`src/rtl/core/msrs_pkg.sv`:
```
// Package for the multiplexed segment row scanner.
// Holds shared types, command codes and small helper functions.
// No dependencies.
package msrs_pkg;

    localparam int ROW_COUNT = 7;
    localparam logic [2:0] LAST_INDEX = 3'd4;
    localparam logic [2:0] LAST_ROW = 3'd7;
    localparam logic [6:0] MAX_HOURS = 7'd99;
    localparam logic [5:0] MAX_MINUTES = 6'd59;

    localparam logic [1:0] OP_WRITE = 2'd0;
    localparam logic [1:0] OP_CLEAR = 2'd1;
    localparam logic [1:0] OP_TICK = 2'd2;

    localparam logic [1:0] REG_CODES_LOW = 2'd0;
    localparam logic [1:0] REG_CODES_HIGH = 2'd1;
    localparam logic [1:0] REG_COMMON_ANODE = 2'd2;
    localparam logic [1:0] REG_INVERT = 2'd3;

    localparam logic [2:0] IDX_MIN_TENS = 3'd0;
    localparam logic [2:0] IDX_MIN_UNITS = 3'd1;
    localparam logic [2:0] IDX_ROW_CODE = 3'd2;
    localparam logic [2:0] IDX_HOUR_TENS = 3'd3;
    localparam logic [2:0] IDX_HOUR_UNITS = 3'd4;

    typedef enum logic [1:0] {
        ST_IDLE = 2'b01,
        ST_EMIT = 2'b10
    } state_t;

    typedef struct packed {
        logic [3:0] hour_tens;
        logic [3:0] hour_units;
        logic [2:0] min_tens;
        logic [3:0] min_units;
        logic       colon;
    } entry_t;

    typedef struct packed {
        logic take;
        logic load;
    } ctrl_cmd_t;

    typedef struct packed {
        logic tick_hit;
        logic out_free;
        logic last_idx;
    } ctrl_status_t;

    // Quotient by ten for values up to 127, by reciprocal multiplication.
    function automatic logic [3:0] div10(input logic [6:0] v);
        logic [14:0] p;
        p = {8'd0, v} * 15'd205;
        return p[14:11];
    endfunction

    // Bit of the row code that selects the given display row.
    function automatic logic [2:0] row_bit(input logic [2:0] row);
        logic [2:0] b;
        unique case (row)
            3'd1: b = 3'd5;
            3'd2: b = 3'd4;
            3'd3: b = 3'd3;
            3'd4: b = 3'd2;
            3'd5: b = 3'd1;
            3'd6: b = 3'd0;
            3'd7: b = 3'd6;
            default: b = 3'd5;
        endcase
        return b;
    endfunction

    // Mirrors bits 0 to 6 and keeps bit 7.
    function automatic logic [7:0] reverse_low7(input logic [7:0] c);
        logic [7:0] r;
        r[7] = c[7];
        for (int k = 0; k < 7; k++) begin
            r[6 - k] = c[k];
        end
        return r;
    endfunction

endpackage

```
`src/rtl/core/multiplexed_segment_row_scanner.sv`:
```
// Top level of the multiplexed segment row scanner.
// Joins msrs_ctrl and msrs_datapath; uses msrs_pkg.
//
// The input channel takes commands: write a row, clear a row, or scan tick.
// A write or clear gives no output item. A tick advances the scan row
// through 1 to 7; if that row is active the block emits five output items,
// one per cycle when the receiver is ready: minute tens, minute units,
// row code with colon, hour tens and hour units. The fifth item carries
// tlast. An emitting tick occupies the input from its accepting cycle
// until the last byte is loaded into the single output register; the
// first byte is presented after the controller enters its emit state and
// loads it into the output register. s_tready is low while the bytes of a
// tick are being sent; a new command is taken while the last byte still
// waits in the output register. When the receiver stalls the output item
// holds and the sequence pauses. Reset clears all rows to inactive, sets
// the scan row before row one and restores the register defaults.
// Configuration is written through cfg_we, cfg_addr and cfg_wdata and
// should change only while the block is idle.
module multiplexed_segment_row_scanner (
    input  logic        aclk,
    input  logic        aresetn,
    input  logic        cfg_we,
    input  logic [1:0]  cfg_addr,
    input  logic [63:0] cfg_wdata,
    input  logic        s_tvalid,
    output logic        s_tready,
    // Fields from bit 0: row_number[2:0], upper_value[9:3], lower_value[15:10],
    // colon_on[16], zero fill.
    input  logic [23:0] s_tdata,
    // Fields from bit 0: opcode[1:0].
    input  logic [1:0]  s_tuser,
    output logic        m_tvalid,
    input  logic        m_tready,
    // Fields from bit 0: chain_byte[7:0], chip_index[10:8], zero fill.
    output logic [15:0] m_tdata,
    output logic        m_tlast
);

    msrs_pkg::ctrl_cmd_t    cmd;
    msrs_pkg::ctrl_status_t status;

    msrs_ctrl u_ctrl (
        .aclk     (aclk),
        .aresetn  (aresetn),
        .s_tvalid (s_tvalid),
        .s_tready (s_tready),
        .status   (status),
        .cmd      (cmd)
    );

    msrs_datapath u_datapath (
        .aclk      (aclk),
        .aresetn   (aresetn),
        .cfg_we    (cfg_we),
        .cfg_addr  (cfg_addr),
        .cfg_wdata (cfg_wdata),
        .s_tuser   (s_tuser),
        .s_tdata   (s_tdata),
        .m_tvalid  (m_tvalid),
        .m_tready  (m_tready),
        .m_tdata   (m_tdata),
        .m_tlast   (m_tlast),
        .cmd       (cmd),
        .status    (status)
    );

    a_last_at_fifth: assert property (@(posedge aclk) disable iff (!aresetn)
        m_tvalid && m_tlast |-> m_tdata[10:8] == msrs_pkg::LAST_INDEX)
        else $error("tlast on a byte other than the fifth");

    a_next_byte_follows: assert property (@(posedge aclk) disable iff (!aresetn)
        m_tvalid && m_tready && !m_tlast |=>
            m_tvalid && (m_tdata[10:8] == 3'($past(m_tdata[10:8]) + 3'd1)))
        else $error("chain byte sequence broken");

    a_no_input_while_emitting: assert property (@(posedge aclk) disable iff (!aresetn)
        cmd.load |-> !s_tready)
        else $error("input accepted while bytes are being sent");

endmodule

```
`src/rtl/core/msrs_ctrl.sv`:
```
// Controller for the multiplexed segment row scanner.
// Sequences input acceptance and the five-byte emit; uses msrs_pkg.
module msrs_ctrl (
    input  logic                  aclk,
    input  logic                  aresetn,
    input  logic                  s_tvalid,
    output logic                  s_tready,
    input  msrs_pkg::ctrl_status_t status,
    output msrs_pkg::ctrl_cmd_t    cmd
);

    msrs_pkg::state_t state_reg, state_next;

    always_comb begin
        s_tready = (state_reg == msrs_pkg::ST_IDLE);
        cmd.take = s_tready && s_tvalid;
        cmd.load = (state_reg == msrs_pkg::ST_EMIT) && status.out_free;
    end

    always_comb begin
        state_next = state_reg;
        unique case (state_reg)
            msrs_pkg::ST_IDLE: begin
                if (cmd.take && status.tick_hit) begin
                    state_next = msrs_pkg::ST_EMIT;
                end
            end
            msrs_pkg::ST_EMIT: begin
                if (cmd.load && status.last_idx) begin
                    state_next = msrs_pkg::ST_IDLE;
                end
            end
            default: state_next = msrs_pkg::ST_IDLE;
        endcase
    end

    always_ff @(posedge aclk) begin
        if (!aresetn) begin
            state_reg <= msrs_pkg::ST_IDLE;
        end else begin
            state_reg <= state_next;
        end
    end

endmodule

```
`src/rtl/core/msrs_datapath.sv`:
```
// Datapath for the multiplexed segment row scanner.
// Holds configuration, the row store, the scan row and the output register; uses msrs_pkg.
module msrs_datapath (
    input  logic                   aclk,
    input  logic                   aresetn,
    input  logic                   cfg_we,
    input  logic [1:0]             cfg_addr,
    input  logic [63:0]            cfg_wdata,
    input  logic [1:0]             s_tuser,
    input  logic [23:0]            s_tdata,
    output logic                   m_tvalid,
    input  logic                   m_tready,
    output logic [15:0]            m_tdata,
    output logic                   m_tlast,
    input  msrs_pkg::ctrl_cmd_t    cmd,
    output msrs_pkg::ctrl_status_t status
);

    logic [63:0] codes_low_reg;
    logic [15:0] codes_high_reg;
    logic        anode_reg;
    logic        invert_reg;

    msrs_pkg::entry_t row_store_reg [msrs_pkg::ROW_COUNT];
    logic [msrs_pkg::ROW_COUNT-1:0] active_reg;
    logic [2:0] scan_row_reg, scan_row_next;
    logic [2:0] idx_reg;
    logic       out_valid_reg;
    logic [7:0] out_byte_reg;
    logic [2:0] out_idx_reg;
    logic       out_last_reg;

    logic [1:0] opcode;
    logic [2:0] row_num;
    logic [6:0] hv;
    logic [5:0] mv;
    logic       colon_in;
    logic [2:0] wr_idx;
    logic [2:0] rd_idx;
    logic [2:0] next_idx;
    logic [3:0] h_tens, m_tens;
    logic [6:0] h_units_w, m_units_w;
    msrs_pkg::entry_t new_entry;
    msrs_pkg::entry_t cur;
    logic [79:0] codes;
    logic [3:0] digit;
    logic       flip;
    logic       is_row;
    logic [7:0] code;
    logic [7:0] digit_byte;
    logic [7:0] row_byte;
    logic [7:0] chain_byte;

    always_comb begin
        opcode = s_tuser;
        row_num = s_tdata[2:0];
        hv = (s_tdata[9:3] > msrs_pkg::MAX_HOURS) ? 7'd0 : s_tdata[9:3];
        mv = (s_tdata[15:10] > msrs_pkg::MAX_MINUTES) ? 6'd0 : s_tdata[15:10];
        colon_in = s_tdata[16];
        wr_idx = 3'(row_num - 3'd1);

        h_tens = msrs_pkg::div10(hv);
        m_tens = msrs_pkg::div10({1'b0, mv});
        h_units_w = 7'(hv - 7'({3'd0, h_tens} * 7'd10));
        m_units_w = 7'({1'b0, mv} - 7'({3'd0, m_tens} * 7'd10));
        new_entry.hour_tens = h_tens;
        new_entry.hour_units = h_units_w[3:0];
        new_entry.min_tens = m_tens[2:0];
        new_entry.min_units = m_units_w[3:0];
        new_entry.colon = colon_in;

        if ((scan_row_reg == msrs_pkg::LAST_ROW) || (scan_row_reg == 3'd0)) begin
            scan_row_next = 3'd1;
        end else begin
            scan_row_next = 3'(scan_row_reg + 3'd1);
        end
        next_idx = 3'(scan_row_next - 3'd1);
        rd_idx = 3'(scan_row_reg - 3'd1);

        status.tick_hit = (opcode == msrs_pkg::OP_TICK) && active_reg[next_idx];
        status.out_free = !out_valid_reg || m_tready;
        status.last_idx = (idx_reg == msrs_pkg::LAST_INDEX);
    end

    always_comb begin
        cur = row_store_reg[rd_idx];
        codes = {codes_high_reg, codes_low_reg};
        digit = 4'd0;
        flip = 1'b0;
        is_row = 1'b0;
        case (idx_reg)
            msrs_pkg::IDX_MIN_TENS: digit = {1'b0, cur.min_tens};
            msrs_pkg::IDX_MIN_UNITS: digit = cur.min_units;
            msrs_pkg::IDX_ROW_CODE: is_row = 1'b1;
            msrs_pkg::IDX_HOUR_TENS: begin
                digit = cur.hour_tens;
                flip = (scan_row_reg >= 3'd2);
            end
            msrs_pkg::IDX_HOUR_UNITS: begin
                digit = cur.hour_units;
                flip = (scan_row_reg >= 3'd2) && (scan_row_reg != 3'd3);
            end
            default: digit = 4'd0;
        endcase
        code = codes[{digit, 3'b000} +: 8];
        code[7] = anode_reg;
        digit_byte = flip ? msrs_pkg::reverse_low7(code) : code;
        row_byte = ~(8'd1 << msrs_pkg::row_bit(scan_row_reg));
        if (cur.colon) begin
            row_byte[7] = 1'b0;
        end
        if (!anode_reg) begin
            row_byte = ~row_byte;
        end
        chain_byte = is_row ? row_byte : digit_byte;
        if (invert_reg) begin
            chain_byte = ~chain_byte;
        end
    end

    always_ff @(posedge aclk) begin
        if (!aresetn) begin
            codes_low_reg <= 64'd0;
            codes_high_reg <= 16'd0;
            anode_reg <= 1'b1;
            invert_reg <= 1'b0;
        end else if (cfg_we) begin
            unique case (cfg_addr)
                msrs_pkg::REG_CODES_LOW: codes_low_reg <= cfg_wdata;
                msrs_pkg::REG_CODES_HIGH: codes_high_reg <= cfg_wdata[15:0];
                msrs_pkg::REG_COMMON_ANODE: anode_reg <= cfg_wdata[0];
                msrs_pkg::REG_INVERT: invert_reg <= cfg_wdata[0];
                default: ;
            endcase
        end
    end

    always_ff @(posedge aclk) begin
        if (cmd.take && (opcode == msrs_pkg::OP_WRITE) && (row_num != 3'd0)) begin
            row_store_reg[wr_idx] <= new_entry;
        end
    end

    always_ff @(posedge aclk) begin
        if (!aresetn) begin
            active_reg <= '0;
            scan_row_reg <= 3'd0;
            idx_reg <= 3'd0;
            out_valid_reg <= 1'b0;
        end else begin
            if (cmd.take && (row_num != 3'd0)) begin
                if (opcode == msrs_pkg::OP_WRITE) begin
                    active_reg[wr_idx] <= 1'b1;
                end else if (opcode == msrs_pkg::OP_CLEAR) begin
                    active_reg[wr_idx] <= 1'b0;
                end
            end
            if (cmd.take && (opcode == msrs_pkg::OP_TICK)) begin
                scan_row_reg <= scan_row_next;
                idx_reg <= 3'd0;
            end else if (cmd.load) begin
                idx_reg <= 3'(idx_reg + 3'd1);
            end
            if (cmd.load) begin
                out_valid_reg <= 1'b1;
            end else if (m_tready) begin
                out_valid_reg <= 1'b0;
            end
        end
    end

    always_ff @(posedge aclk) begin
        if (cmd.load) begin
            out_byte_reg <= chain_byte;
            out_idx_reg <= idx_reg;
            out_last_reg <= status.last_idx;
        end
    end

    assign m_tvalid = out_valid_reg;
    assign m_tdata = {5'd0, out_idx_reg, out_byte_reg};
    assign m_tlast = out_last_reg;

endmodule

```
`config.mk`:
```
export PLATFORM = sky130hd
export DESIGN_NAME = multiplexed_segment_row_scanner
export DESIGN_NICKNAME = d
export VERILOG_FILES = /design/src/rtl/core/msrs_pkg.sv /design/src/rtl/core/multiplexed_segment_row_scanner.sv /design/src/rtl/core/msrs_ctrl.sv /design/src/rtl/core/msrs_datapath.sv
export SDC_FILE = /design/constraint.sdc
export NUM_CORES = 1
export LEC_CHECK = 0
export BUFFER_PORTS_ARGS = -buffer_cell sky130_fd_sc_hd__buf_4
export CAP_MARGIN = 20
export CORE_MARGIN = 5
export CORE_UTILIZATION = 54
export CTS_BUF_LIST = sky130_fd_sc_hd__clkbuf_8 sky130_fd_sc_hd__clkbuf_16
export DETAILED_ROUTE_END_ITERATION = 6
export GPL_ROUTABILITY_DRIVEN = 0
export GPL_TIMING_DRIVEN = 0
export PLACE_DENSITY = 0.76
export SLEW_MARGIN = 0
export SYNTH_ARGS = -nofsm -noshare
export SYNTH_HDL_FRONTEND = slang
export SYNTH_SLANG_ARGS = --single-unit
```
`constraint.sdc`:
```
create_clock -name aclk -period 6.05 [get_ports aclk]
set_input_delay 1.21 -clock aclk [delete_from_list [all_inputs] [get_ports aclk]]
set_output_delay 1.21 -clock aclk [all_outputs]
set_load 0.005 [all_outputs]
```
== Word-level counts from Yosys, hierarchy flattened ==
Memories as Yosys holds them, arrays and structs flattened.
Index checks and enable logic that the tools add are counted.
W data, S select, Z words.
Word-level totals
  RAM bits: 112
  memories: 1
  output and inout bits: 19
  word-level logic and storage cells: 112
  register bits after elaboration: 110
  input port bits: 97
Cells by class
  reduce and logical (&&, ||, !) cells: 28
  bitwise operators: 7
  $mul: 4
  shifts and indexed selects: 2
  mux-type cells: 25
  equal/unequal tests: 20
  add/sub/neg operators: 7
  $lt $le $gt $ge: 6
Memories
  u_datapath.row_store_reg: depth 7, bits a word 16, rd ports 1, clocked after Yosys merged registers in 0, wr ports 1, line msrs_datapath.sv:24  | msrs_pkg::entry_t row_store_reg [msrs_pkg::ROW_COUNT];
Operator list (count)
  $shiftx A80 B8 Y7: 1
  $mux W7: 4
  $mux W8: 3
  $not A8 Y8: 3
  $pmux W3 S6: 1
  $pmux W4 S4: 1
  $eq A3 B3 Y1 const B: 5
  $mul A7 B8 Y15 const B: 1
  $mul A6 B8 Y14 const B: 1
  $eq A3 B2 Y1 const B: 4
  $reduce_and A2 Y1: 6
  $logic_and A1 B1 Y1: 11
  $sub A3 B1 Y3 const B: 3
  $eq A2 B2 Y1 const B: 4
  $lt A3 B4 Y1 const B: 2
  $mux W1: 8
  $shl A1 B3 Y8 const A: 1
  $sub A4 B4 Y4: 2
  $and A7 B7 Y7: 1
  $gt A7 B7 Y1 const B: 1
  $not A7 Y7: 1
  $or A7 B7 Y7: 1
  $add A3 B1 Y3 const B: 2
  $eq A2 B1 Y1 const B: 3
  other kinds (24): 29

== Depth between registers and ports, before layout ==
  depth in word-level cells: 10
  mapped depth: 25
  depth with buffers taken out: 25

== By module ==
Synthesis repeated with hierarchy kept, for this count alone.
Second synthesis, totals
  cells, all modules: 1028
  area total of the unflattened synthesis: 11437.2 um^2
Modules (own cells, without submodules)
  msrs_datapath: seq. area each 5445.2 um^2, times used 1, cells each 1018, area each 11339.6 um^2
  msrs_ctrl: seq. area each 40.0 um^2, times used 1, cells each 10, area each 97.6 um^2

== Worst setup path after synthesis ==
OpenSTA, ideal clock, no wires.
  path type: input port to flip-flop
  start: input s_tdata[6]
  end: memory u_datapath.row_store_reg[0][11] (netlist name), data pin
  arrival: 6219 ps
  slack: -389 ps
  setup time: 219 ps
  cell stages on the path: 21
  required time: 5831 ps
  buffers on the path: 0
  cells stage by stage: o311ai_0 and2_1 ha_1 ha_1 fa_1 inv_1 fa_1 inv_1 ha_1 a31o_2 a21o_1 a21o_1 a21oi_1 o21bai_1 xor2_1 ha_1 inv_1 fa_1 xnor2_1 xnor2_1 xnor2_1
On the way
  cells in the longest elaborated chain, start to end: 5
RTL lines
  start, declared: line multiplexed_segment_row_scanner.sv:29  | input logic [23:0] s_tdata,
  $gt A7 B7 Y1: line msrs_datapath.sv:57  | hv = (s_tdata[9:3] > msrs_pkg::MAX_HOURS) ? 7'd0 : s_tdata[9:3];
  $mux W7 *: line msrs_datapath.sv:57
  $mul A7 B8 Y15 *: line msrs_pkg.sv:54  | p = {8'd0, v} * 15'd205;
  via u_datapath.h_tens[0]: line msrs_datapath.sv:41  | logic [3:0] h_tens, m_tens;
  $mul A4 B3 Y3 *: line msrs_datapath.sv:64  | h_units_w = 7'(hv - 7'({3'd0, h_tens} * 7'd10));
  $sub A4 B4 Y4 *: line msrs_datapath.sv:64
  via u_datapath.h_units_w[3]: line msrs_datapath.sv:42  | logic [6:0] h_units_w, m_units_w;
  end, declared: line msrs_datapath.sv:24
Mark *: on every way through the listed nets, which the timed path passes. The rest lies on a longest branch.

== Worst setup path in the final report ==
  start: input s_tdata[6]
  end: memory u_datapath.row_store_reg[2][11] (netlist name), data pin
Same word-level chain as after synthesis.

==> flow_summary.ini <==
[outcome]
status = complete, no violations

[synth]
synth_area_leaders = edfxtp_1 33%, dfxtp_1 16%, ha_1 8.0%
synth_edf_count = 124
ys_warn_count = 0
ys_seq_area_share_pct = 48.43
yosysMostFrequentCell = nand2_1
yosys.area.top_type_share_pct = 32.88
synth.largest_area_cell = edfxtp_1
avgSynthCellArea_sq_um = 11.02
synth_commonest_cells = 184 x nand2_1, 124 x edfxtp_1, 88 x dfxtp_1, 74 x a21boi_0, 72 x ha_1
synthArstFlopShare_pct = 0
syn-cell-area_sq_um = 11330
synth_seq_cells = 212
yosysUniqueCellTypes = 68
ys.flop_type = edfxtp_1
syn_inst = 1028

[worst_hold_path]
min_from = u_datapath.idx_reg[2]
hold_path.class = reg2reg
whs_path_depth = 0

[floorplanning]
core-area_sq_um = 20820
die_w_um = 154.8
fp.dieArea_sq_um = 23970
rows = 53
io_pins = 116
initial_utilization_pct = 54.39
die_h_um = 154.8

[grt]
grt_pass1_vias = 8120
grt_pass1_wl_um = 41820
track_usage_pct = 21.68
globalRouteMet1Util_pct = 28.42
antenna_found_initial = 0
grt-busiest-layer = met2
grt.met3_usage_pct = 2.882
grt.met2_usage_pct = 37.98
gr-total-overflow = 0
grt_max_degree = 17

[sta]
finalCritPeriodShare_pct = 96.76
finalCriticalPeriod_ns = 5.854
drv_slew = 0
worst_slew_pin_slew_ns = 0.8613
setup-violations-final = 0
relSlewSlack_pct = 41.09
fmax_mhz = 170.8
skew_ns = 0.01525
setup_tns_ns = 0
hold_viol = 0

[clock_tree]
hold_buffers = 0
clk_latency_ns = 0.50
cts_buffers = 23
htree_levels = 1
clk_path_buf_depth = 3
root_buffer = clkbuf_16
clk_pin_slew_ns = 0.06
cts_tree = built
cts_sinks = 212

[final_layout]
nFillCells = 1594
area_growth_pct = 18.70
fin_nets = 1355
largest_register_ffs = 112
regArea_sq_um = 5485
final_area_sq_um = 13440
final_cells = 1459
multi_input_area_sq_um = 5483
drive_above_1_share_pct = 19.09
diodes = 0

[place]
post-place-cells = 1410
place_area_sq_um = 12600
dp_hpwl_um = 19430
portBuffers = 94

[drt]
drc = 0
vias = 8117
detail_route.wl_per_cell_um = 18.09
wl_um = 26400
dr.pass1.iters = 5
vias_per_cell = 5.563
first_iter_violations = 471
drtAntennaViolNets = 0

[worst_setup_path]
critPathArrivalTime_ns = 6.11
cp-start-kind = input port
cp-startpoint = s_tdata[6]
crit_required_ns = 6.30
worstPathMaxFanout = 7
setup.worst_path.class = in2reg
reg2reg_depth = 17
critPathCaptureType = flip-flop
r2r_slack_ns = 0.98
r2r_start = u_datapath.scan_row_reg[0]

[power]
swShare_pct = 26.78
p_switching_uw = 1005
ir_worst_vdd_v = 0.0002115
comb_power_share_pct = 21.5
p_per_area_nw_per_um2 = 279.1
clkPwrFrac_pct = 33.7
pwr-share-seq_pct = 44.8
p_leak_uw = 0.005294
internal_power_uw = 2747

[flow_run]
max_cap_violations = 0
## cell families (layout without fill, tap and decap cells)
| kind of cell | count (synthesis) | in the layout | synth area share, % |
|---|---|---|---|
| DFF | 212 | 212 | 48.43 |
| AOI/OAI and AO/OA | 190 | 190 | 12.52 |
| xor gates and xnor gates | 36 | 36 | 2.784 |
| adders and majority gates | 88 | 88 | 10.78 |
| other | 1 | 5 | 0.03311 |
| buffers and inverters | 117 | 269 | 4.739 |
| muxes | 67 | 67 | 7.976 |
| and+or+nand+nor | 317 | 317 | 12.74 |
## path summary, 6_finish.rpt
check,end
setup / recovery,u_datapath.row_store_reg[2][11]
hold / removal,u_datapath.out_idx_reg[2]
setup reg to reg,u_datapath.out_byte_reg[3]
hold reg to reg,u_datapath.out_idx_reg[2]
## worst max-delay path, cell delays in order
cell	delay, ns
buf_4	0.14
o311ai_4	0.34
and2_4	0.20
ha_1	0.26
ha_4	0.23
fa_1	0.50
inv_1	0.05
fa_1	0.50
inv_1	0.04
ha_1	0.27
a31o_2	0.20
a21o_1	0.17
a21o_1	0.18
a21oi_4	0.19
o21bai_4	0.10
xor2_4	0.20
ha_2	0.20
inv_1	0.05
fa_2	0.33
xnor2_1	0.15
xnor2_1	0.30
xnor2_2	0.11
buf_6	0.16
## through the flow
stage                     total power, uW  util, %  setup WS [ns]  hold slack (ns)
after floorplan                      2173        -        0.02234           0.4064
after global placement               2363    59.70        -0.8275           0.4138
after detailed placement             2397    60.49        -0.9597           0.4165
after CTS                            3676    63.92        0.01278           0.4279
after global routing                 3929    64.57       -0.02935           0.4528
final                                3752    64.57         0.1958           0.4307
## cell usage in the layout (no fill, tap or decap), types with 6 or more instances in the layout
cell / n
nor2_2: 6
a21boi_0: 73
clkbuf_16: 23
and2_1: 11
ha_1: 69
xor2_1: 14
inv_1: 75
nor2_1: 30
o21ai_0: 13
fa_1: 15
clkbuf_1: 30
buf_6: 6
and3_1: 6
nand2_1: 184
mux4_2: 14
xnor2_1: 18
mux2_2: 7
nand2b_1: 12
nand3_1: 15
a211oi_1: 16
a21oi_2: 8
nor2b_1: 18
buf_4: 113
edfxtp_1: 124
a21o_1: 7
mux2i_1: 43
nor3_1: 6
a21oi_1: 19
dfxtp_1: 88
## area by class of cell
class,count,share of cell area (%)
clock buffer,23,4.281
clock inverter,16,0.6980
tap,275,2.559
multi-input combinational,703,40.78
timing repair buffer,113,6.887
sequential,212,40.80
buffer,52,2.178
inverter,65,1.815
## power groups by stage
stage | clock network, uW | registers [uW] | logic, uW
floorplan | 0 | 1710 | 466
global placement | 0 | 1710 | 653
detailed placement | 0 | 1710 | 685
CTS | 1280 | 1680 | 714
global route | 1350 | 1680 | 893
finish | 1270 | 1680 | 805
## routing by layer
| layer | routed length, um | part of all wire (%) |
|---|---|---|
| met1 | 10880 | 41 |
| met2 | 13290 | 50 |
| met3 | 1594 | 6.0 |
| met4 | 631 | 2.4 |
| met5 | 0 | 0 |
## timing repair
item,CTS,global route
gates cloned,0,0
setup buffers,0,10
setup endpoints to repair,14,14
pin swaps,1,13
resized for setup,7,11
Power figures use the tool's default switching activity.
